**src/hdl/drwcg_pkg.sv**
```systemverilog
// Shared types and constants of the rectangle window command generator.
package drwcg_pkg;

    localparam logic [1:0] ACT_FILL   = 2'd0;
    localparam logic [1:0] ACT_BITMAP = 2'd1;
    localparam logic [1:0] ACT_SCROLL = 2'd2;
    localparam logic [1:0] ACT_NONE   = 2'd3;

    localparam logic [1:0] KIND_CMD    = 2'd0;
    localparam logic [1:0] KIND_DATA   = 2'd1;
    localparam logic [1:0] KIND_RUN    = 2'd2;
    localparam logic [1:0] KIND_BITMAP = 2'd3;

    localparam logic [7:0] CMD_COLSET   = 8'h2A;
    localparam logic [7:0] CMD_PAGESET  = 8'h2B;
    localparam logic [7:0] CMD_MEMWRITE = 8'h2C;
    localparam logic [7:0] CMD_SCROLL   = 8'h37;

    localparam logic REG_SCREEN_WIDTH  = 1'b0;
    localparam logic REG_SCREEN_HEIGHT = 1'b1;

    localparam logic [2:0] SLOT_COL_CMD  = 3'd0;
    localparam logic [2:0] SLOT_COL_DATA = 3'd1;
    localparam logic [2:0] SLOT_ROW_CMD  = 3'd2;
    localparam logic [2:0] SLOT_ROW_DATA = 3'd3;
    localparam logic [2:0] SLOT_MEM_CMD  = 3'd4;
    localparam logic [2:0] SLOT_PAYLOAD  = 3'd5;

    typedef struct packed {
        logic        vis;
        logic [8:0]  start;
        logic [8:0]  size;
        logic [8:0]  stop;
        logic [15:0] skip;
    } clip_t;

endpackage

```
**src/hdl/drwcg_req_if.sv**
```systemverilog
// Request channel carrying one drawing request per word.
interface drwcg_req_if;
    logic               valid;
    logic               ready;
    logic [1:0]         action;
    logic signed [15:0] pos_x;
    logic signed [15:0] pos_y;
    logic signed [15:0] size_w;
    logic signed [15:0] size_h;
    logic [15:0]        fill_color;

    modport source (
        output valid, action, pos_x, pos_y, size_w, size_h, fill_color,
        input  ready
    );
    modport sink (
        input  valid, action, pos_x, pos_y, size_w, size_h, fill_color,
        output ready
    );
endinterface

```
**src/hdl/drwcg_rsp_if.sv**
```systemverilog
// Descriptor channel carrying one transaction descriptor per word.
interface drwcg_rsp_if;
    logic        valid;
    logic        ready;
    logic [1:0]  item_kind;
    logic [31:0] data_word;
    logic [17:0] pixel_count;
    logic [8:0]  row_count;
    logic [7:0]  red_byte;
    logic [7:0]  green_byte;
    logic [7:0]  blue_byte;
    logic [30:0] source_offset;
    logic [14:0] source_stride;
    logic        last;

    modport source (
        output valid, item_kind, data_word, pixel_count, row_count, red_byte,
               green_byte, blue_byte, source_offset, source_stride, last,
        input  ready
    );
    modport sink (
        input  valid, item_kind, data_word, pixel_count, row_count, red_byte,
               green_byte, blue_byte, source_offset, source_stride, last,
        output ready
    );
endinterface

```
**src/hdl/display_rect_window_command_gen_top.sv**
```systemverilog
// Top level of the rectangle clip and address window command generator.
//
// A fill or bitmap request that survives clipping becomes six descriptor words
// (column set, column window, page set, row window, memory write, colour run or
// bitmap descriptor); a scroll becomes two words; a request that is clipped
// away or carries an unknown action is consumed without output. Words leave
// one per cycle while the receiver is ready, from a single output register;
// the next request waits clipped in the input register. Each request passes
// through the input and work registers before its first word is registered.
// The screen size registers are written through the APB port; the user must
// write them only while the block is idle, which the block does not enforce.
module display_rect_window_command_gen_top #(
    parameter int PANEL_LONG  = 480,
    parameter int PANEL_SHORT = 320
) (
    input  logic        clk,
    input  logic        rst_n,
    drwcg_req_if.sink   req,
    drwcg_rsp_if.source rsp,
    input  logic        psel,
    input  logic        penable,
    input  logic        pwrite,
    input  logic [2:0]  paddr,
    input  logic [31:0] pwdata,
    output logic [31:0] prdata,
    output logic        pready
);
    import drwcg_pkg::*;

    localparam logic [8:0] WIDTH_RST  = (PANEL_LONG > 511) ? 9'd511 : 9'(PANEL_LONG);
    localparam logic [8:0] HEIGHT_RST = (PANEL_SHORT > 511) ? 9'd511 : 9'(PANEL_SHORT);

    logic [8:0] scr_w_reg;
    logic [8:0] scr_h_reg;
    logic       cfg_wr;

    logic               in_vld_reg;
    logic [1:0]         in_act_reg;
    logic signed [15:0] in_x_reg;
    logic signed [15:0] in_y_reg;
    logic signed [15:0] in_w_reg;
    logic signed [15:0] in_h_reg;
    logic [15:0]        in_col_reg;

    clip_t clip_x;
    clip_t clip_y;
    logic  in_drop;
    logic  in_adv;
    logic  wrk_load;

    logic               wrk_vld_reg;
    logic [2:0]         wrk_idx_reg;
    logic [1:0]         wrk_act_reg;
    logic [8:0]         wrk_cx_reg;
    logic [8:0]         wrk_cxe_reg;
    logic [8:0]         wrk_cw_reg;
    logic [8:0]         wrk_cy_reg;
    logic [8:0]         wrk_cye_reg;
    logic [8:0]         wrk_ch_reg;
    logic [15:0]        wrk_bx_reg;
    logic [15:0]        wrk_by_reg;
    logic signed [15:0] wrk_sw_reg;
    logic [15:0]        wrk_col_reg;
    logic [15:0]        wrk_line_reg;
    logic [2:0]         wrk_last_idx;
    logic               step;
    logic               wrk_done;

    logic signed [32:0] off_prod;
    logic [17:0]        pix_prod;

    logic        out_vld_reg;
    logic        out_vld_next;
    logic [1:0]  out_kind_next;
    logic [31:0] out_word_next;
    logic [17:0] out_pix_next;
    logic [8:0]  out_rows_next;
    logic [7:0]  out_r_next;
    logic [7:0]  out_g_next;
    logic [7:0]  out_b_next;
    logic [30:0] out_off_next;
    logic [14:0] out_stride_next;
    logic        out_last_next;
    logic [1:0]  out_kind_reg;
    logic [31:0] out_word_reg;
    logic [17:0] out_pix_reg;
    logic [8:0]  out_rows_reg;
    logic [7:0]  out_r_reg;
    logic [7:0]  out_g_reg;
    logic [7:0]  out_b_reg;
    logic [30:0] out_off_reg;
    logic [14:0] out_stride_reg;
    logic        out_last_reg;

    assign pready = 1'b1;
    assign cfg_wr = psel && penable && pwrite;
    assign prdata = (paddr[2] == REG_SCREEN_HEIGHT) ? {23'd0, scr_h_reg} : {23'd0, scr_w_reg};

    always_ff @(posedge clk or negedge rst_n)
    begin
        if (!rst_n)
        begin
            scr_w_reg <= WIDTH_RST;
            scr_h_reg <= HEIGHT_RST;
        end
        else if (cfg_wr)
        begin
            if (paddr[2] == REG_SCREEN_WIDTH)
            begin
                scr_w_reg <= pwdata[8:0];
            end
            else
            begin
                scr_h_reg <= pwdata[8:0];
            end
        end
    end

    drwcg_clip_axis u_clip_x (
        .pos  (in_x_reg),
        .size (in_w_reg),
        .lim  (scr_w_reg),
        .res  (clip_x)
    );

    drwcg_clip_axis u_clip_y (
        .pos  (in_y_reg),
        .size (in_h_reg),
        .lim  (scr_h_reg),
        .res  (clip_y)
    );

    assign in_drop = (in_act_reg == ACT_NONE)
                  || ((in_act_reg != ACT_SCROLL) && !(clip_x.vis && clip_y.vis));
    assign wrk_last_idx = (wrk_act_reg == ACT_SCROLL) ? SLOT_COL_DATA : SLOT_PAYLOAD;
    assign step     = wrk_vld_reg && (!out_vld_reg || rsp.ready);
    assign wrk_done = step && (wrk_idx_reg == wrk_last_idx);
    assign in_adv   = in_vld_reg && (in_drop || !wrk_vld_reg || wrk_done);
    assign wrk_load = in_adv && !in_drop;
    assign req.ready = !in_vld_reg || in_adv;

    always_ff @(posedge clk or negedge rst_n)
    begin
        if (!rst_n)
        begin
            in_vld_reg <= 1'b0;
        end
        else if (req.ready)
        begin
            in_vld_reg <= req.valid;
        end
    end

    always_ff @(posedge clk)
    begin
        if (req.ready && req.valid)
        begin
            in_act_reg <= req.action;
            in_x_reg   <= req.pos_x;
            in_y_reg   <= req.pos_y;
            in_w_reg   <= req.size_w;
            in_h_reg   <= req.size_h;
            in_col_reg <= req.fill_color;
        end
    end

    always_ff @(posedge clk or negedge rst_n)
    begin
        if (!rst_n)
        begin
            wrk_vld_reg <= 1'b0;
            wrk_idx_reg <= SLOT_COL_CMD;
        end
        else if (wrk_load)
        begin
            wrk_vld_reg <= 1'b1;
            wrk_idx_reg <= SLOT_COL_CMD;
        end
        else if (wrk_done)
        begin
            wrk_vld_reg <= 1'b0;
        end
        else if (step)
        begin
            wrk_idx_reg <= wrk_idx_reg + 3'd1;
        end
    end

    always_ff @(posedge clk)
    begin
        if (wrk_load)
        begin
            wrk_act_reg  <= in_act_reg;
            wrk_cx_reg   <= clip_x.start;
            wrk_cxe_reg  <= clip_x.stop;
            wrk_cw_reg   <= clip_x.size;
            wrk_cy_reg   <= clip_y.start;
            wrk_cye_reg  <= clip_y.stop;
            wrk_ch_reg   <= clip_y.size;
            wrk_bx_reg   <= clip_x.skip;
            wrk_by_reg   <= clip_y.skip;
            wrk_sw_reg   <= in_w_reg;
            wrk_col_reg  <= in_col_reg;
            wrk_line_reg <= in_y_reg;
        end
    end

    assign off_prod = $signed({1'b0, wrk_by_reg}) * wrk_sw_reg;
    assign pix_prod = wrk_cw_reg * wrk_ch_reg;

    always_comb
    begin
        out_kind_next   = KIND_CMD;
        out_word_next   = 32'd0;
        out_pix_next    = 18'd0;
        out_rows_next   = 9'd0;
        out_r_next      = 8'd0;
        out_g_next      = 8'd0;
        out_b_next      = 8'd0;
        out_off_next    = 31'd0;
        out_stride_next = 15'd0;
        out_last_next   = 1'b0;
        if (wrk_act_reg == ACT_SCROLL)
        begin
            if (wrk_idx_reg == SLOT_COL_CMD)
            begin
                out_word_next = {24'd0, CMD_SCROLL};
            end
            else
            begin
                out_kind_next = KIND_DATA;
                out_word_next = {16'd0, wrk_line_reg};
                out_last_next = 1'b1;
            end
        end
        else
        begin
            unique case (wrk_idx_reg)
                SLOT_COL_CMD:
                begin
                    out_word_next = {24'd0, CMD_COLSET};
                end
                SLOT_COL_DATA:
                begin
                    out_kind_next = KIND_DATA;
                    out_word_next = {7'd0, wrk_cx_reg, 7'd0, wrk_cxe_reg};
                end
                SLOT_ROW_CMD:
                begin
                    out_word_next = {24'd0, CMD_PAGESET};
                end
                SLOT_ROW_DATA:
                begin
                    out_kind_next = KIND_DATA;
                    out_word_next = {7'd0, wrk_cy_reg, 7'd0, wrk_cye_reg};
                end
                SLOT_MEM_CMD:
                begin
                    out_word_next = {24'd0, CMD_MEMWRITE};
                end
                default:
                begin
                    out_last_next = 1'b1;
                    if (wrk_act_reg == ACT_FILL)
                    begin
                        out_kind_next = KIND_RUN;
                        out_pix_next  = pix_prod;
                        out_r_next    = {wrk_col_reg[15:11], 3'd0};
                        out_g_next    = {wrk_col_reg[10:5], 2'd0};
                        out_b_next    = {wrk_col_reg[4:0], 3'd0};
                    end
                    else
                    begin
                        out_kind_next   = KIND_BITMAP;
                        out_pix_next    = {9'd0, wrk_cw_reg};
                        out_rows_next   = wrk_ch_reg;
                        out_off_next    = off_prod[30:0] + {15'd0, wrk_bx_reg};
                        out_stride_next = wrk_sw_reg[14:0];
                    end
                end
            endcase
        end
    end

    assign out_vld_next = step || (out_vld_reg && !rsp.ready);

    always_ff @(posedge clk or negedge rst_n)
    begin
        if (!rst_n)
        begin
            out_vld_reg <= 1'b0;
        end
        else
        begin
            out_vld_reg <= out_vld_next;
        end
    end

    always_ff @(posedge clk)
    begin
        if (step)
        begin
            out_kind_reg   <= out_kind_next;
            out_word_reg   <= out_word_next;
            out_pix_reg    <= out_pix_next;
            out_rows_reg   <= out_rows_next;
            out_r_reg      <= out_r_next;
            out_g_reg      <= out_g_next;
            out_b_reg      <= out_b_next;
            out_off_reg    <= out_off_next;
            out_stride_reg <= out_stride_next;
            out_last_reg   <= out_last_next;
        end
    end

    assign rsp.valid         = out_vld_reg;
    assign rsp.item_kind     = out_kind_reg;
    assign rsp.data_word     = out_word_reg;
    assign rsp.pixel_count   = out_pix_reg;
    assign rsp.row_count     = out_rows_reg;
    assign rsp.red_byte      = out_r_reg;
    assign rsp.green_byte    = out_g_reg;
    assign rsp.blue_byte     = out_b_reg;
    assign rsp.source_offset = out_off_reg;
    assign rsp.source_stride = out_stride_reg;
    assign rsp.last          = out_last_reg;

endmodule

```
**src/hdl/drwcg_clip_axis.sv**
```systemverilog
// Clipping of one axis of a request rectangle against a screen dimension.
module drwcg_clip_axis (
    input  logic signed [15:0] pos,
    input  logic signed [15:0] size,
    input  logic [8:0]         lim,
    output drwcg_pkg::clip_t   res
);
    import drwcg_pkg::*;

    logic [15:0] edge_pos;
    logic [15:0] size_lt;
    logic [8:0]  start;
    logic [8:0]  size_c;
    logic        off_hi;
    logic        edge_hi;
    logic        size_pos;

    assign edge_pos = pos + size - 16'd1;
    assign size_lt  = pos[15] ? (edge_pos + 16'd1) : size;
    assign start    = pos[15] ? 9'd0 : pos[8:0];
    assign off_hi   = !pos[15] && (pos[14:0] >= {6'd0, lim});
    assign edge_hi  = !edge_pos[15] && (edge_pos[14:0] >= {6'd0, lim});
    assign size_pos = !size_lt[15] && (size_lt != 16'd0);
    assign size_c   = edge_hi ? (lim - start) : size_lt[8:0];

    assign res.vis   = !off_hi && !edge_pos[15] && (edge_hi ? (size_c != 9'd0) : size_pos);
    assign res.start = start;
    assign res.size  = size_c;
    assign res.stop  = start + size_c - 9'd1;
    assign res.skip  = pos[15] ? (16'd0 - pos) : 16'd0;

endmodule

```
**src/flat_wrapper.sv**
```systemverilog
// flat-port wrapper written by rule: the top's interface ports become plain ports
module display_rect_window_command_gen_top_flat import drwcg_pkg::*;
#(
    parameter int PANEL_LONG  = 480,
    parameter int PANEL_SHORT = 320
)
  (clk, rst_n, psel, penable, pwrite, paddr, pwdata, prdata, pready, req_valid, req_action, req_pos_x, req_pos_y, req_size_w, req_size_h, req_fill_color, req_ready, rsp_valid, rsp_item_kind, rsp_data_word, rsp_pixel_count, rsp_row_count, rsp_red_byte, rsp_green_byte, rsp_blue_byte, rsp_source_offset, rsp_source_stride, rsp_last, rsp_ready);
  drwcg_req_if req_i ();
  drwcg_rsp_if rsp_i ();
  input  logic clk;
  input  logic rst_n;
  input  logic psel;
  input  logic penable;
  input  logic pwrite;
  input  logic [2:0] paddr;
  input  logic [31:0] pwdata;
  output logic [31:0] prdata;
  output logic pready;
  input wire logic [$bits(req_i.valid)-1:0] req_valid;
  input wire logic [$bits(req_i.action)-1:0] req_action;
  input wire logic [$bits(req_i.pos_x)-1:0] req_pos_x;
  input wire logic [$bits(req_i.pos_y)-1:0] req_pos_y;
  input wire logic [$bits(req_i.size_w)-1:0] req_size_w;
  input wire logic [$bits(req_i.size_h)-1:0] req_size_h;
  input wire logic [$bits(req_i.fill_color)-1:0] req_fill_color;
  output wire logic [$bits(req_i.ready)-1:0] req_ready;
  output wire logic [$bits(rsp_i.valid)-1:0] rsp_valid;
  output wire logic [$bits(rsp_i.item_kind)-1:0] rsp_item_kind;
  output wire logic [$bits(rsp_i.data_word)-1:0] rsp_data_word;
  output wire logic [$bits(rsp_i.pixel_count)-1:0] rsp_pixel_count;
  output wire logic [$bits(rsp_i.row_count)-1:0] rsp_row_count;
  output wire logic [$bits(rsp_i.red_byte)-1:0] rsp_red_byte;
  output wire logic [$bits(rsp_i.green_byte)-1:0] rsp_green_byte;
  output wire logic [$bits(rsp_i.blue_byte)-1:0] rsp_blue_byte;
  output wire logic [$bits(rsp_i.source_offset)-1:0] rsp_source_offset;
  output wire logic [$bits(rsp_i.source_stride)-1:0] rsp_source_stride;
  output wire logic [$bits(rsp_i.last)-1:0] rsp_last;
  input wire logic [$bits(rsp_i.ready)-1:0] rsp_ready;
  assign req_i.valid = req_valid;
  assign req_i.action = req_action;
  assign req_i.pos_x = req_pos_x;
  assign req_i.pos_y = req_pos_y;
  assign req_i.size_w = req_size_w;
  assign req_i.size_h = req_size_h;
  assign req_i.fill_color = req_fill_color;
  assign req_ready = req_i.ready;
  assign rsp_valid = rsp_i.valid;
  assign rsp_item_kind = rsp_i.item_kind;
  assign rsp_data_word = rsp_i.data_word;
  assign rsp_pixel_count = rsp_i.pixel_count;
  assign rsp_row_count = rsp_i.row_count;
  assign rsp_red_byte = rsp_i.red_byte;
  assign rsp_green_byte = rsp_i.green_byte;
  assign rsp_blue_byte = rsp_i.blue_byte;
  assign rsp_source_offset = rsp_i.source_offset;
  assign rsp_source_stride = rsp_i.source_stride;
  assign rsp_last = rsp_i.last;
  assign rsp_i.ready = rsp_ready;
  display_rect_window_command_gen_top #(.PANEL_LONG(PANEL_LONG), .PANEL_SHORT(PANEL_SHORT)) u_core (.clk(clk), .rst_n(rst_n), .req(req_i), .rsp(rsp_i), .psel(psel), .penable(penable), .pwrite(pwrite), .paddr(paddr), .pwdata(pwdata), .prdata(prdata), .pready(pready));
endmodule
```
**config.mk**
```make
export PLATFORM = sky130hd
export DESIGN_NAME = display_rect_window_command_gen_top_flat
export DESIGN_NICKNAME = d
export VERILOG_FILES = /design/src/hdl/drwcg_pkg.sv /design/src/hdl/drwcg_req_if.sv /design/src/hdl/drwcg_rsp_if.sv /design/src/hdl/display_rect_window_command_gen_top.sv /design/src/hdl/drwcg_clip_axis.sv /design/src/flat_wrapper.sv
export SDC_FILE = /design/constraint.sdc
export NUM_CORES = 1
export LEC_CHECK = 0
export ABC_AREA = 1
export BUFFER_PORTS_ARGS = -buffer_cell sky130_fd_sc_hd__buf_2
export CAP_MARGIN = 25
export CORE_MARGIN = 2
export CORE_UTILIZATION = 36
export DETAILED_ROUTE_END_ITERATION = 8
export HOLD_SLACK_MARGIN = 0.02
export PLACE_DENSITY = 0.58
export SLEW_MARGIN = 25
export SYNTH_ARGS = -nofsm -noshare
export SYNTH_HDL_FRONTEND = slang
export SYNTH_SLANG_ARGS = --single-unit
export TNS_END_PERCENT = 1
```
**constraint.sdc**
```tcl
create_clock -name clk -period 24.7 [get_ports clk]
set_input_delay 3.705 -clock clk [delete_from_list [all_inputs] [get_ports clk]]
set_output_delay 3.705 -clock clk [all_outputs]
set_load 0.02 [all_outputs]
```
==> results of run 1 <==
logic make-up after synthesis:
| kind of cell | after synthesis | share of synthesized area [%] |
|---|---|---|
| other cells | 2 | 0.0237 |
| buf+inv | 1059 | 13.0 |
| xor+xnor | 51 | 1.41 |
| compound gates | 357 | 6.26 |
| simple gates | 1243 | 16.8 |
| flops | 359 | 33.7 |
| fa+ha+maj | 569 | 28.8 |
per-layer routing:
metal	global-route usage [%]	vias to the layer above
met5	0	-
met4	6.44	8
met3	3.98	140
met2	31.3	569
met1	23.9	11200
li1	-	11600
power by group:
part           leakage (nW)  internal, W  total (W)  switching [W]
clock network         0.646     0.000341   0.000611       0.000270
registers              3.49     0.000882   0.000970      0.0000880
logic                  13.9     0.000998    0.00283        0.00183
total                  18.1      0.00222    0.00441        0.00219
area by class of cell:
cell class / instances / area, um^2 / share of cell area (%)
multi-input combinational: 2259 / 17000 / 48.4
sequential: 359 / 10700 / 30.4
inverter: 928 / 3490 / 9.93
tap: 1155 / 1450 / 4.11
timing repair buffer: 236 / 1210 / 3.43
clock buffer: 50 / 1090 / 3.10
clock inverter: 25 / 236 / 0.673
antenna: 2 / 5.00 / 0.0142
synth_stat cells (all sizes together) (19+ instances only):
cell / count / area, um^2
xor2: 36 / 315
nand2: 805 / 3130
ha: 303 / 3790
o21ai: 130 / 651
buf: 44 / 314
clkbuf: 87 / 327
a21oi: 170 / 873
or2: 19 / 119
nor2: 226 / 906
edfxtp: 335 / 10100
nor3: 22 / 126
nand3: 109 / 623
fa: 266 / 5330
nand4: 43 / 269
inv: 925 / 3470
worst paths after layout:
path                       cells past startpoint            startpoint                      endpoint  slack, ns
max                                           10             rsp_ready                     req_ready      15.50
max in group asynchronous                      1                 rst_n           u_core.scr_w_reg[2]      21.10
min                                            0  u_core.in_col_reg[2]         u_core.wrk_col_reg[2]       0.42
min in group asynchronous                      1                 rst_n              u_core.rsp.valid       3.13
max reg2reg                                   21  u_core.wrk_by_reg[2]  u_core.rsp.source_offset[30]      17.63
min reg2reg                                    0  u_core.in_col_reg[2]         u_core.wrk_col_reg[2]       0.42
through the flow:
stage               power, W  setup slack (ns)  hold slack [ns]
CTS                  0.00445             15.50            0.419
floorplan            0.00308             13.35            0.400
global route         0.00490             15.17            0.423
finish               0.00441             15.50            0.417
detailed placement   0.00381             15.51            0.405
global placement     0.00378             15.55            0.401
==> results.ini, run 1 <==
[detailed_routing]
drt-met1-wl_mm=35.8
drtIter0Drc=1556
wl_met2_mm=39.6
avgRoutedWirePerCell_um=16.6
ant_nets=0
dr.max_layer_used=met5
num_vias=23500
met3_length_mm=5.17
firstDrtPassIters=5
routed_wl_mm=83.4
viasPerCell=4.68
drc=0

[setup_path]
critPathMaxFanout=67
slowest_stage=inv_4
path_common_cell=nand2_1
worst-path-buf-inv=4
end_kind=output port
crit_family=buffers and inverters
cp.required_ns=21.00
start_kind=primary input
cpPeakStageDelay_ns=0.65
worstPathArrival_ns=5.49
path_cells=buf_2 > inv_1 > nand2_1 > nand2_1 > inv_4 > nand4_1 > nand2_1 > nor2_1 > nand2_2 > buf_2
criticalPathCategory=primary input to output port

[synthesis]
synth-edff-count=335
seq_area_frac_synth_pct=33.7
synth_cells=3640
ys_types=54
syn_avg_cell_area_um2=8.69
synth_seq_cells=359
syn_area_um2=31600
synth_warnings=0
async_flop_share_pct=6.69
synth_ff_type=edfxtp_1

[grt]
first_global_vias=23400
grt_start_max_net_pins=77
grt_pass1_wl_mm=130
overflow=0
grtUsageTotal_pct=18.7
antenna_found_initial=7

[cells_and_area]
nets=4518
largest_reg_flops=31
area_delta_synth_final_pct=11.1
final_common_cell=inv_1
design_area_um2=35100
fillers=8762
finalNonFillerCells=5014
layout-drive-gt1-share_pct=10.6
final_cell_mix=inv_1, nand2_1, edfxtp_1, ha_1, fa_1
post-route-util_pct=40.4

[sta]
fmax_mhz=109
tightest_slew_ns=0.968
rsz0062_at_grt=no
clock_skew_ns=0.0332
slew_headroom_pct=35.5
slew_viol_final=0
fin_crit_sh_pct=37.2
fin_crit_ns=9.20
final-hold-violation-count=0
setup_viol_count_final=0
finalSetupTns_ns=0

[pwr]
power.density_nw_per_um2=125
peakVddDrop_v=0.000131
leakage_nw=18.1

[outcome]
outcome=completed

[min_path]
hold_path.class=flop to flop

[clock_network]
ctsResizeCount=0
clkLatencyLatePin_ns=0.62
cts_tree=yes
cts_buffer_depth=3
cts_made_buffers=41
holdBufCountCts=0
clock_sinks=359
cts_root_buf=clkbuf_16
postCtsSetupBuffers=0
cts_max_level=2
clk_pin_slew_worst_paths_ns=0.06

[floorplanning]
io_pins=291
rows=108
start_util_pct=36.4
die_y_um=300
core_um2=86900
die_w_um=300
dieArea_um2=90300

[placed_design]
placed_area_um2=33800
routabilityCongestion=0.871
dp_cells=4937
dpl.hpwl_mm=66.6
io_buffers=226

[run]
maxCapViolCount=0

Power figures use the tool's default switching activity.
==> run 2, diff against run 1 <==
==> constraint.sdc (replaced) <==
create_clock -name clk -period 9.05 [get_ports clk]
set_input_delay 1.3575 -clock clk [delete_from_list [all_inputs] [get_ports clk]]
set_output_delay 1.3575 -clock clk [all_outputs]
set_load 0.02 [all_outputs]
==> run 2 against run 1 <==
Net effect: via count down 0.34%; highest routed layer unchanged; cell area up 0.14%; cell count about the same; largest power group unchanged; core utilization up 0.056 points; routed wire length down 0.71%; largest cell class unchanged; die area unchanged.
==> results.ini, run 2 (synthesis results as in run 1) <==
[outcome]
outcome=completed  ; unchanged

[floorplanning]
io_pins=291  ; unchanged
die_w_um=300  ; unchanged
die_y_um=300  ; unchanged
core_um2=86900  ; unchanged
dieArea_um2=90300  ; unchanged
start_util_pct=36.4  ; unchanged
rows=108  ; unchanged

[detailed_routing]
drtIter0Drc=1568  ; was 1556
drc=0  ; unchanged
num_vias=23400  ; was 23.5k
viasPerCell=4.67  ; was 4.68
firstDrtPassIters=5  ; unchanged
routed_wl_mm=82.8  ; was 83.4 mm
avgRoutedWirePerCell_um=16.5  ; was 16.6 um
ant_nets=0  ; unchanged

[grt]
first_global_vias=23200  ; was 23.4k
grtUsageTotal_pct=18.6  ; was 18.7%
grt_pass1_wl_mm=129  ; was 130 mm
antenna_found_initial=7  ; unchanged
grt_start_max_net_pins=108  ; was 77
overflow=0  ; unchanged

[setup_path]
critPathMaxFanout=16  ; was 67
r2r_setup_slack_ns=2.02  ; was 17.63 ns
start_kind=flop  ; was primary input
crit_start=u_core.wrk_by_reg[2]  ; was rsp_ready
timing.rr.end=u_core.rsp.source_offset[30]  ; unchanged
cp.required_ns=9.40  ; was 21.00 ns
worstPathArrival_ns=7.38  ; was 5.49 ns
reg2reg_depth=21  ; unchanged
end_kind=flop  ; was output port
criticalPathCategory=flop to flop  ; was primary input to output port
rr_startpoint=u_core.wrk_by_reg[2]  ; unchanged

[clock_network]
clk_pin_slew_worst_paths_ns=0.06  ; about the same
cts_root_buf=clkbuf_16  ; unchanged
cts_made_buffers=43  ; was 41
cts_tree=yes  ; unchanged
ctsResizeCount=0  ; unchanged
postCtsSetupBuffers=0  ; unchanged
clkLatencyLatePin_ns=0.60  ; was 0.62 ns
holdBufCountCts=0  ; unchanged
cts_buffer_depth=3  ; unchanged
cts_max_level=2  ; unchanged
clock_sinks=359  ; unchanged

[pwr]
peakVddDrop_v=0.000368  ; was 0.000131 V
leakage_nw=18.1  ; about the same
comb_power_share_pct=63.7  ; was 64.2%
p_sw_share_pct=49.5  ; was 49.6%
p_int_w=0.00606  ; was 0.00222 W
power.density_nw_per_um2=342  ; was 125 nW/um^2
netSwitchingPower_w=0.00596  ; was 0.00219 W
clockPowerShare_pct=14.2  ; was 13.8%
seqPwrFrac_pct=22.1  ; was 22.0%
power_w=0.0120  ; was 0.00441 W

[sta]
final-hold-violation-count=0  ; unchanged
fmax_mhz=142
slew_headroom_pct=35.5  ; about the same
worst_slack_ns=2.02  ; was 15.50 ns
tightest_slew_ns=0.968  ; about the same
setup_viol_count_final=0  ; unchanged
clock_skew_ns=0.0301  ; was 0.0332 ns
timing.hold.ws_ns=0.414  ; was 0.417 ns
slew_viol_final=0  ; unchanged
fin_crit_ns=7.03
fin_crit_sh_pct=77.7
finalSetupTns_ns=0  ; unchanged
rsz0062_at_grt=no  ; unchanged

[cells_and_area]
n_antenna_cell=0  ; was 2
nets=4519  ; was 4518
final_cell_mix=inv_1, nand2_1, edfxtp_1, ha_1, fa_1  ; unchanged
largest_reg_flops=31  ; unchanged
final_common_cell=inv_1  ; unchanged
layout-drive-gt1-share_pct=10.6  ; about the same
seq_area_um2=10700  ; unchanged
fillers=8700  ; was 8762
multi_input_area_um2=17000  ; unchanged
area_delta_synth_final_pct=11.2  ; was 11.1%

[min_path]
min_from=u_core.in_col_reg[14]  ; was u_core.in_col_reg[2]
holdPathStages=0  ; unchanged
hold_path.class=flop to flop  ; unchanged
holdPathEnd=u_core.wrk_col_reg[14]  ; was u_core.wrk_col_reg[2]

[run]
maxCapViolCount=0  ; unchanged

[placed_design]
routabilityCongestion=0.877  ; was 0.871
dpl.hpwl_mm=66.6  ; about the same
preCtsSetupSlack_ns=2.09  ; was 15.51 ns
io_buffers=226  ; unchanged

==> run 2: changes by cell type in the layout (fill, tap and decap cells not counted) <==
cell       delta
diode_2       -2
inv_6         +3
clkinv_16     +2
clkbuf_1      +1
inv_8         -1
inv_16        -1
buf_4         -1
clkbuf_16     +1
clkinv_2      -1
clkinv_4      +1
clkinv_8      -1
clkbuf_8      -1
clkinv_1      +1
==> run 2: power groups by stage <==
stage               clock network (W)  registers, W  logic [W]
detailed placement                  0       0.00270    0.00765
global route                  0.00181       0.00270    0.00882
finish                        0.00170       0.00266    0.00766
floorplan                           0       0.00288    0.00551
global placement                    0       0.00270    0.00759
CTS                           0.00176       0.00267    0.00771
==> run 2: critical path: stages, from the launching register on <==
cell and delay, ns:
edfxtp_1 0.70, or2_2 0.44, fa_1 0.54, inv_1 0.05
fa_1 0.50, fa_1 0.54, fa_1 0.55, inv_1 0.06
fa_1 0.53, inv_1 0.05, fa_1 0.47, ha_1 0.39
nand2_1 0.14, nor4_1 0.44, nand4_1 0.14, nand3_1 0.23
nand2_1 0.08, o211ai_1 0.16, a21oi_1 0.19, or3_1 0.36
a21oi_1 0.13, nor2_1 0.06
==> run 2: worst max path at each step <==
stage	endpoint	slack (ns)	depth (start not counted)
3_5_place_dp	u_core.rsp.source_offset[30]	2.09	21
2_1_floorplan	u_core.in_act_reg[0]	0.04	8
5_1_grt	u_core.rsp.source_offset[30]	1.76	21
4_1_cts	u_core.rsp.source_offset[30]	2.07	21
3_3_place_gp	u_core.rsp.source_offset[30]	2.16	21
6_report	u_core.rsp.source_offset[30]	2.02	21
==> run 2: per-layer routing <==
layer / up-vias / share of wire (%) / track usage (%)
li1: 11600 / - / -
met5: - / 0.081 / 0
met4: 10 / 3.8 / 6.70
met1: 11100 / 42 / 23.7
met2: 597 / 47 / 31.3
met3: 145 / 6.5 / 3.64
==> run 2: area by class of cell <==
type | instances | share of cell area (%)
clock buffers | 51 | 3.14
clock inverters | 28 | 0.803
inverters | 928 | 9.92
multi-input cells | 2259 | 48.3
flip-flops and latches | 359 | 30.3
well taps | 1155 | 4.11
repair buffers | 235 | 3.41
==> run 2: per-stage QoR <==
stage                     util (%)  cells  instance area [um^2]
final                         40.5   5015                 35200
after global routing          40.5   5015                 35200
after CTS                     40.5   5015                 35200
after detailed placement      38.9   4936                 33800
after global placement        38.9   4936                 33800
after floorplan                  -   3677                 31800
